==> src/thkm_pkg.sv <==
// Package for the tap-hold key mask unit: slot count, widths, key codes,
// register map and the control bundle passed to the slot timers.
// No dependencies.
package thkm_pkg;

    localparam int SLOT_COUNT = 12;
    localparam int CNT_W      = 6;
    localparam int CFG_DATA_W = 32;
    localparam int CFG_ADDR_W = 3;

    localparam logic [CNT_W-1:0] TAP_FRAMES_RESET = 6'd6;

    // Register indexes (register i sits at byte address 4*i).
    localparam logic REG_TAP_FRAMES = 1'b0;

    // Input item kinds.
    localparam logic MODE_KEY  = 1'b0;
    localparam logic MODE_TICK = 1'b1;

    // Key characters, in slot order A,B,X,Y,START,UP,DOWN,LEFT,RIGHT,Z,L,R.
    localparam logic [7:0] KEY_A     = 8'h61;  // 'a'
    localparam logic [7:0] KEY_B     = 8'h62;  // 'b'
    localparam logic [7:0] KEY_X     = 8'h78;  // 'x'
    localparam logic [7:0] KEY_Y     = 8'h79;  // 'y'
    localparam logic [7:0] KEY_START = 8'h73;  // 's'
    localparam logic [7:0] KEY_UP    = 8'h75;  // 'u'
    localparam logic [7:0] KEY_DOWN  = 8'h64;  // 'd'
    localparam logic [7:0] KEY_LEFT  = 8'h6C;  // 'l'
    localparam logic [7:0] KEY_RIGHT = 8'h72;  // 'r'
    localparam logic [7:0] KEY_Z     = 8'h7A;  // 'z'
    localparam logic [7:0] KEY_L     = 8'h4C;  // 'L'
    localparam logic [7:0] KEY_R     = 8'h52;  // 'R'

    typedef logic [SLOT_COUNT-1:0] slot_mask_t;
    typedef logic [CNT_W-1:0]      cnt_t;

    // One step for the slot timers: a key reload or a frame tick.
    typedef struct packed {
        logic       load;
        logic       tick;
        slot_mask_t load_slot;
    } thkm_ctrl_t;

endpackage

==> src/thkm_key_decode.sv <==
// Key byte decoder: maps a received character onto a one-hot slot mask.
// Unknown characters give an empty mask. Depends on thkm_pkg.
module thkm_key_decode
(
    input  logic [7:0]           key_byte,
    output thkm_pkg::slot_mask_t slot_onehot
);

    always_comb
    begin
        slot_onehot = '0;
        case (key_byte)
            thkm_pkg::KEY_A:     slot_onehot[0]  = 1'b1;
            thkm_pkg::KEY_B:     slot_onehot[1]  = 1'b1;
            thkm_pkg::KEY_X:     slot_onehot[2]  = 1'b1;
            thkm_pkg::KEY_Y:     slot_onehot[3]  = 1'b1;
            thkm_pkg::KEY_START: slot_onehot[4]  = 1'b1;
            thkm_pkg::KEY_UP:    slot_onehot[5]  = 1'b1;
            thkm_pkg::KEY_DOWN:  slot_onehot[6]  = 1'b1;
            thkm_pkg::KEY_LEFT:  slot_onehot[7]  = 1'b1;
            thkm_pkg::KEY_RIGHT: slot_onehot[8]  = 1'b1;
            thkm_pkg::KEY_Z:     slot_onehot[9]  = 1'b1;
            thkm_pkg::KEY_L:     slot_onehot[10] = 1'b1;
            thkm_pkg::KEY_R:     slot_onehot[11] = 1'b1;
            default:             slot_onehot     = '0;
        endcase
    end

endmodule

==> src/thkm_slot_timers.sv <==
// Twelve saturating countdown timers plus the previous-held register.
// Produces the held and newly pressed masks for a tick. Depends on thkm_pkg.
module thkm_slot_timers
(
    input  logic                 clk,
    input  logic                 rst_n,
    input  thkm_pkg::thkm_ctrl_t ctrl,
    input  thkm_pkg::cnt_t       tap_frames,
    output thkm_pkg::slot_mask_t held_next,
    output thkm_pkg::slot_mask_t pressed_next
);

    thkm_pkg::cnt_t       cnt_reg [thkm_pkg::SLOT_COUNT];
    thkm_pkg::cnt_t       cnt_dec [thkm_pkg::SLOT_COUNT];
    thkm_pkg::slot_mask_t prev_held_reg;

    always_comb
    begin
        for (int i = 0; i < thkm_pkg::SLOT_COUNT; i++)
        begin
            cnt_dec[i]   = (cnt_reg[i] == '0) ? '0 : cnt_reg[i] - 1'b1;
            held_next[i] = (cnt_dec[i] != '0);
        end
        pressed_next = held_next & ~prev_held_reg;
    end

    always_ff @(posedge clk or negedge rst_n)
    begin
        if (!rst_n)
        begin
            for (int i = 0; i < thkm_pkg::SLOT_COUNT; i++)
            begin
                cnt_reg[i] <= '0;
            end
            prev_held_reg <= '0;
        end
        else if (ctrl.tick)
        begin
            for (int i = 0; i < thkm_pkg::SLOT_COUNT; i++)
            begin
                cnt_reg[i] <= cnt_dec[i];
            end
            prev_held_reg <= held_next;
        end
        else if (ctrl.load)
        begin
            for (int i = 0; i < thkm_pkg::SLOT_COUNT; i++)
            begin
                if (ctrl.load_slot[i])
                begin
                    cnt_reg[i] <= tap_frames;
                end
            end
        end
    end

endmodule

==> src/thkm_cfg_regs.sv <==
// APB-style configuration register block holding tap_frames.
// Depends on thkm_pkg.
module thkm_cfg_regs
(
    input  logic                            clk,
    input  logic                            rst_n,
    input  logic                            psel,
    input  logic                            penable,
    input  logic                            pwrite,
    input  logic [thkm_pkg::CFG_ADDR_W-1:0] paddr,
    input  logic [thkm_pkg::CFG_DATA_W-1:0] pwdata,
    output logic [thkm_pkg::CFG_DATA_W-1:0] prdata,
    output logic                            pready,
    output thkm_pkg::cnt_t                  tap_frames
);

    thkm_pkg::cnt_t tap_frames_reg;
    logic           reg_index;
    logic           wr_en;

    // Registers are word spaced, so the index starts at address bit 2.
    assign reg_index = paddr[thkm_pkg::CFG_ADDR_W-1];
    assign pready    = 1'b1;
    assign wr_en     = psel && penable && pwrite && pready
                       && (reg_index == thkm_pkg::REG_TAP_FRAMES);

    always_ff @(posedge clk or negedge rst_n)
    begin
        if (!rst_n)
        begin
            tap_frames_reg <= thkm_pkg::TAP_FRAMES_RESET;
        end
        else if (wr_en)
        begin
            tap_frames_reg <= pwdata[thkm_pkg::CNT_W-1:0];
        end
    end

    always_comb
    begin
        prdata = '0;
        if (reg_index == thkm_pkg::REG_TAP_FRAMES)
        begin
            prdata = {{(thkm_pkg::CFG_DATA_W-thkm_pkg::CNT_W){1'b0}}, tap_frames_reg};
        end
    end

    assign tap_frames = tap_frames_reg;

endmodule

==> src/tap_hold_key_mask_unit.sv <==
// Tap-hold key mask unit: per-key retriggerable hold timers with press edges.
// Items and tick results are registered; twelve slot timers update in parallel.
// Throughput: one item per cycle; a tick waits while the result is stalled.
// Key bytes give no result; each frame tick gives one held/pressed item.
// Reset (rst_n low, asynchronous) clears all timers, the previous-held mask,
// both pipeline valid flags, and loads tap_frames with 6.
module tap_hold_key_mask_unit
(
    input  logic                            clk,
    input  logic                            rst_n,
    input  logic                            in_valid,
    output logic                            in_ready,
    input  logic                            mode,
    input  logic [7:0]                      key_byte,
    output logic                            out_valid,
    input  logic                            out_ready,
    output logic [thkm_pkg::SLOT_COUNT-1:0] held_mask,
    output logic [thkm_pkg::SLOT_COUNT-1:0] pressed_mask,
    input  logic                            psel,
    input  logic                            penable,
    input  logic                            pwrite,
    input  logic [thkm_pkg::CFG_ADDR_W-1:0] paddr,
    input  logic [thkm_pkg::CFG_DATA_W-1:0] pwdata,
    output logic [thkm_pkg::CFG_DATA_W-1:0] prdata,
    output logic                            pready
);

    logic                 in_valid_reg;
    logic                 mode_reg;
    logic [7:0]           key_byte_reg;
    logic                 out_valid_reg;
    thkm_pkg::slot_mask_t held_reg;
    thkm_pkg::slot_mask_t pressed_reg;

    thkm_pkg::cnt_t       tap_frames;
    thkm_pkg::slot_mask_t slot_onehot;
    thkm_pkg::slot_mask_t held_next;
    thkm_pkg::slot_mask_t pressed_next;
    thkm_pkg::thkm_ctrl_t ctrl;
    logic                 out_free;
    logic                 advance;

    thkm_cfg_regs u_cfg
    (
        .clk        (clk),
        .rst_n      (rst_n),
        .psel       (psel),
        .penable    (penable),
        .pwrite     (pwrite),
        .paddr      (paddr),
        .pwdata     (pwdata),
        .prdata     (prdata),
        .pready     (pready),
        .tap_frames (tap_frames)
    );

    thkm_key_decode u_decode
    (
        .key_byte    (key_byte_reg),
        .slot_onehot (slot_onehot)
    );

    // A key item always moves on; a tick item needs the result register free.
    assign out_free = !out_valid_reg || out_ready;
    assign advance  = in_valid_reg && ((mode_reg == thkm_pkg::MODE_KEY) || out_free);
    assign in_ready = !in_valid_reg || advance;

    always_comb
    begin
        ctrl.load      = advance && (mode_reg == thkm_pkg::MODE_KEY);
        ctrl.tick      = advance && (mode_reg == thkm_pkg::MODE_TICK);
        ctrl.load_slot = slot_onehot;
    end

    thkm_slot_timers u_timers
    (
        .clk          (clk),
        .rst_n        (rst_n),
        .ctrl         (ctrl),
        .tap_frames   (tap_frames),
        .held_next    (held_next),
        .pressed_next (pressed_next)
    );

    always_ff @(posedge clk or negedge rst_n)
    begin
        if (!rst_n)
        begin
            in_valid_reg  <= 1'b0;
            out_valid_reg <= 1'b0;
        end
        else
        begin
            if (in_ready)
            begin
                in_valid_reg <= in_valid;
            end
            if (ctrl.tick)
            begin
                out_valid_reg <= 1'b1;
            end
            else if (out_ready)
            begin
                out_valid_reg <= 1'b0;
            end
        end
    end

    always_ff @(posedge clk)
    begin
        if (in_ready && in_valid)
        begin
            mode_reg     <= mode;
            key_byte_reg <= key_byte;
        end
        if (ctrl.tick)
        begin
            held_reg    <= held_next;
            pressed_reg <= pressed_next;
        end
    end

    assign out_valid    = out_valid_reg;
    assign held_mask    = held_reg;
    assign pressed_mask = pressed_reg;

endmodule

==> config.mk <==
export PLATFORM = sky130hd
export DESIGN_NAME = tap_hold_key_mask_unit
export DESIGN_NICKNAME = d
export VERILOG_FILES = /design/src/thkm_pkg.sv /design/src/thkm_key_decode.sv /design/src/thkm_slot_timers.sv /design/src/thkm_cfg_regs.sv /design/src/tap_hold_key_mask_unit.sv
export SDC_FILE = /design/constraint.sdc
export NUM_CORES = 1
export LEC_CHECK = 0
export BUFFER_PORTS_ARGS = -buffer_cell sky130_fd_sc_hd__buf_2
export CAP_MARGIN = 20
export CORE_UTILIZATION = 33
export DETAILED_ROUTE_END_ITERATION = 8
export HOLD_SLACK_MARGIN = 0.08
export PLACE_DENSITY = 0.57
export SLEW_MARGIN = 40
export SYNTH_ARGS = -nofsm -noshare
export SYNTH_HDL_FRONTEND = slang
export SYNTH_SLANG_ARGS = --single-unit
==> constraint.sdc <==
create_clock -name clk -period 2.1 [get_ports clk]
set_input_delay 0.105 -clock clk [delete_from_list [all_inputs] [get_ports clk]]
set_output_delay 0.105 -clock clk [all_outputs]
set_load 0.005 [all_outputs]
# After elaboration in Yosys (flattened, before gate mapping)
# Index checks and enable logic that the tools add are counted.
# word_totals
regBits	125
input_bits	51
out_inout_bits	59
# classes
n_addsub	12
eq_ne	12
mux	41
n_bitwise	4
reduce_logical	62
# ops
operator	n
$mux 6	25
$mux 72	2
$eq 8x7->1 const B	12
$logic_not 6->1	12
$reduce_bool 6->1	12
$sub 6x1->6 const B	12
$reduce_bool 2->1	14
$reduce_and 2->1	12
$mux 1	14
$and 12x12->12	1
$not 12->12	1
$logic_and 1x1->1	7
$logic_or 1x1->1	3
$logic_not 1->1	2
$not 1->1	2

# Longest topological paths before layout
# logic_depth
word_depth	7
mapped_depth	8
mapped_depth_nobuf	6

# Hierarchy
# Synthesis repeated with hierarchy kept, for this count alone.
# unflattened
cells_unflattened	731
area_unflattened_um2	7368.3
# modules_own_cells
mod	instances	cells_per_inst	area_each_um2	seq_area_each_um2
thkm_slot_timers	1	617	5584.1	2102.0
tap_hold_key_mask_unit	1	44	1109.8	1041.0
thkm_cfg_regs	1	48	506.7	152.6
thkm_key_decode	1	22	167.7	0.0

# Worst setup path after synthesis
# Ideal clock, no wire load.
# synth_timing
kind	register -> register
from	reg mode_reg
to	reg held_reg[0] (netlist: held_mask[0]) (enable)
setup_ps	373
arrival_time_ps	1551
t_required_ps	1727
setup_slack_ps	176
stages_incl_launch_ff	7
period_less_slack_ps	1924
path_cell_list	edfxtp_1 clkbuf_1 and2_1 nand2_1 inv_1 buf_2 buf_2
# synth_lines
item	line	text
start, declared	tap_hold_key_mask_unit.sv:29	logic mode_reg;
start signal, assigned	tap_hold_key_mask_unit.sv:113	mode_reg <= mode;
end signal, assigned	tap_hold_key_mask_unit.sv:118	held_reg <= held_next;
end, declared	tap_hold_key_mask_unit.sv:32	thkm_pkg::slot_mask_t held_reg;

# Final worst setup path
# layout_timing
from	reg key_byte_reg[2]
to	reg u_timers.cnt_reg[32] in the netlist's numbering
# layout_via
elab_chain_cells	4
# layout_lines
item	line	text
start, declared	tap_hold_key_mask_unit.sv:30	logic [7:0] key_byte_reg;
start signal, assigned	tap_hold_key_mask_unit.sv:114	key_byte_reg <= key_byte;
$eq 8x7->1	thkm_key_decode.sv:12	case (key_byte)
$mux 1	thkm_key_decode.sv:12	
$reduce_bool 2->1 (no line)	n/a	
$reduce_and 2->1 (no line)	n/a	
end signal, assigned by index	thkm_slot_timers.sv:41	cnt_reg[i] <= cnt_dec[i];
end signal, assigned by index	thkm_slot_timers.sv:51	cnt_reg[i] <= tap_frames;
end, declared	thkm_slot_timers.sv:13	thkm_pkg::cnt_t cnt_reg [thkm_pkg::SLOT_COUNT];
# Every way passes these cells.
# A chain may end at the register's enable or synchronous reset.

==> run_results.csv <==
group,metric,value,unit
global_route,first_global_vias,5442,
worst_setup_path,crit_path_end_kind,"register",
timing,finClkSkew,0.007519,ns
cells_and_area,final_nets,872,
run_status,status,"completed",
power,switching_share,37.48,%
die,rows,53,
die,coreArea,21150,µm²
clocking,numCtsBuffers,17,
cells_and_area,syn_to_final_growth,19.68,%
timing,setup_tns,0,ns
drt,viasPerCell,5.379,
die,fp.dieW,149.4,µm
drt,drt_wl_total,19.19,mm
worst_setup_path,crit_slowest_cell,"edfxtp_1",
clocking,cts_setup_buffers,0,
flow_run,max_cap_violations,0,
worst_setup_path,startpoint_type,"register",
timing,rsz0062_at_grt,"false",
cells_and_area,nFillCells,2069,
global_route,grt_max_degree,54,
yosys,yosys.area.top_type,"dfrtp_1",
placed_design,port_buffers,54,
worst_setup_path,crit_fanout,10,
drt,first_pass_iters,5,
cells_and_area,fin_cells,1097,
yosys,avgSynthCellArea,10.02,µm²
cells_and_area,fin_area,8583,µm²
clocking,cts-root-buf,"clkbuf_16",
drt,wire_per_inst,17.50,µm
die,initial_core_util,33.90,%
drt,drc,0,
clocking,cts_tree,"built",
drt,antenna_left,0,
global_route,antenna_found_initial,0,
drt,vias,5901,
placed_design,routabilityCongestion,0.8304,
clocking,clk_pin_slew,0.06,ns
die,die_h,149.4,µm
global_route,use_met3,3.384,%
yosys,synthFlopType,"dfrtp_1",
worst_setup_path,worstSetupPathType,"register to register",
cells_and_area,largest_register_ffs,72,
timing,finalSetupViolCount,0,
worst_setup_path,cp_slowest_stage_delay,0.62,ns
placed_design,place_hpwl,12.91,mm
global_route,top_usage_layer,"met2",
global_route,grt_usage,17.86,%
placed_design,placed_area,7840,µm²
yosys,synth_edf_count,33,
power,p_per_area,1272,nW/µm²
power,comb_power_share,34.5,%
die,dieArea,22330,µm²
worst_setup_path,crit_required,2.41,ns
timing,timing.hold.ws,0.1479,ns
power,intPower,6.826,mW
timing,final_hold_viol_count,0,
worst_setup_path,crit_arrival,2.26,ns
power,seqPwrFrac,39.3,%
worst_hold_path,min_path_type,"primary input to asynchronous set/reset pin",
global_route,use_met1,25.13,%
cells_and_area,drive_gt1_share,18.37,%
timing,finalMaxSlewViolations,0,
timing,slew_headroom,51.60,%
timing,worst_slew_pin_slew,0.7166,ns
power,cellLeakagePower,3.672,nW
worst_setup_path,cp_cell_sequence,"or4b_4 -> nor2_1 -> o21ai_1 -> a221o_1",
yosys,yosysUniqueCellTypes,70,
worst_setup_path,crit_family,"simple AND/OR/NAND/NOR gates",
timing,finalCriticalPeriod,1.955,ns
clocking,cts.sinks,125,
clocking,worstSkewPairLatency,0.43,ns
yosys,ys_async_sr_fraction,73.60,%
drt,drt-initial-drc-count,403,
yosys,seq_area_frac_synth,45.95,%
timing,period_share,93.12,%
power,netSwitchingPower,4.093,mW
yosys,yosysWarnings,0,
timing,maxClockFrequency,0.5114,GHz
global_route,grt_pass1_wl,30.05,mm
yosys,synth_top_area_share,31.40,%
cells_and_area,antenna_cells,0,
worst_setup_path,cp_num_buf_inv,0,
global_route,use_met2,27.71,%
clocking,h-tree-depth,4,
die,ios,110,
global_route,overflow,0,
power,p_clk_share,26.2,%
clocking,cts_max_path_buffers,2,
yosys,syn_area,7172,µm²
power,peakVddDrop,0.5494,mV
yosys,synthTopCellsByArea,"dfrtp_1 31%, edfxtp_1 14%, a221o_1 3.6%",
placed_design,dp_cells,1048,
cells_and_area,utilization,40.57,%
yosys,syn_inst,716,
yosys,ys_ff_latch,125,
-- power groups by stage --
stage	clock network [mW]	logic [mW]	registers [mW]
floorplan	0	2.86	4.05
global placement	0	3.68	4.29
detailed placement	0	3.74	4.31
CTS	2.92	3.78	4.28
global route	3.03	4.25	4.43
finish	2.86	3.77	4.29
-- Yosys cell counts (all sizes together), types with 7 or more instances --
master / number
o31ai: 13
nand2b: 27
o22ai: 8
dfrtp: 90
or3: 22
mux2i: 15
a211oi: 7
nor3: 33
buf: 40
a21oi: 26
nor2: 40
edfxtp: 33
clkbuf: 15
nor2b: 15
nand2: 34
a221o: 26
ha: 12
mux2: 10
nand4: 10
inv: 51
nand3: 9
o221ai: 13
nor3b: 8
o21ai: 43
o211ai: 18
-- through the flow --
stage	setup WS, ns	total power, mW
after floorplan	0.1758	6.904
after global placement	0.1735	7.973
after detailed placement	0.1689	8.047
after global routing	0.01341	11.70
final	0.1446	10.92
after CTS	0.1480	10.97
-- cell usage in the layout (no fill, tap or decap), types with 5 or more instances in the layout --
cell type / n
o221ai_1: 13
ha_1: 12
mux2i_1: 15
o21ai_0: 42
conb_1: 27
o21a_1: 6
o31ai_1: 13
nand2_1: 34
a221o_1: 26
o211ai_1: 18
nand3_1: 9
a31oi_1: 6
nand2b_1: 27
and3_1: 6
o22ai_1: 8
inv_1: 50
edfxtp_1: 33
or3_1: 22
nand4_1: 6
buf_2: 53
a211oi_1: 7
dfrtp_1: 90
inv_6: 5
a21o_1: 6
nor2b_1: 15
nor3b_1: 8
dlygate4sd3_1: 17
mux2_2: 9
nor3_1: 32
buf_4: 31
a211o_1: 5
a21oi_1: 26
clkbuf_16: 17
nor2_1: 40
o2bb2ai_1: 5
-- final timing paths --
check,startpoint,endpoint,slack (ns),cells after the start
setup / recovery,key_byte_reg[2]$_DFFE_PP_,u_timers.cnt_reg[32]$_DFFE_PN0P_,0.14,4
max in group asynchronous,rst_n,u_cfg.tap_frames[1]$_DFFE_PN1P_,1.27,3
min in group clk,penable,u_cfg.tap_frames[2]$_DFFE_PN1P_,0.24,4
setup reg to reg,key_byte_reg[2]$_DFFE_PP_,u_timers.cnt_reg[32]$_DFFE_PN0P_,0.14,4
hold / removal,rst_n,u_timers.prev_held_reg[9]$_DFFE_PN0N_,0.15,2
hold reg to reg,u_timers.prev_held_reg[2]$_DFFE_PN0N_,u_timers.prev_held_reg[2]$_DFFE_PN0N_,0.48,2
-- final cells by class --
class | instances | area (µm²) | share of cell area, %
Timing Repair Buffer | 104 | 728.2 | 8.484
Multi-Input combinational cell | 510 | 3451 | 40.20
Clock inverter | 14 | 133.9 | 1.560
Sequential cell | 125 | 3296 | 38.40
Tap cell | 275 | 344.1 | 4.009
Clock buffer | 18 | 439.2 | 5.117
Inverter | 51 | 191.4 | 2.230
-- metal layers --
layer  share of wire, %  routed length [µm]
met3                4.2                 806
met4                1.1                 211
met1                 48                9305
met2                 46                8871
met5                  0                   0
-- cell families after synthesis --
group                      Yosys count  synth area share [%]
AOI/OAI and AO/OA                  201                 20.08
buffers and inverters              106                 7.240
and+or+nand+nor                    245                 20.81
DFF                                125                 45.95
other                                2                0.1047
muxes                               25                 3.716
adders and majority gates           12                 2.093
-- repair_timing --
item | 4_1_cts | 5_1_grt
gates resized for setup | 0 | 0
endpoints found under the setup margin | 0 | 0
endpoints found under the hold margin | 106 | 0
hold buffers | 17 | 0
(Power assumes the default switching activity.)
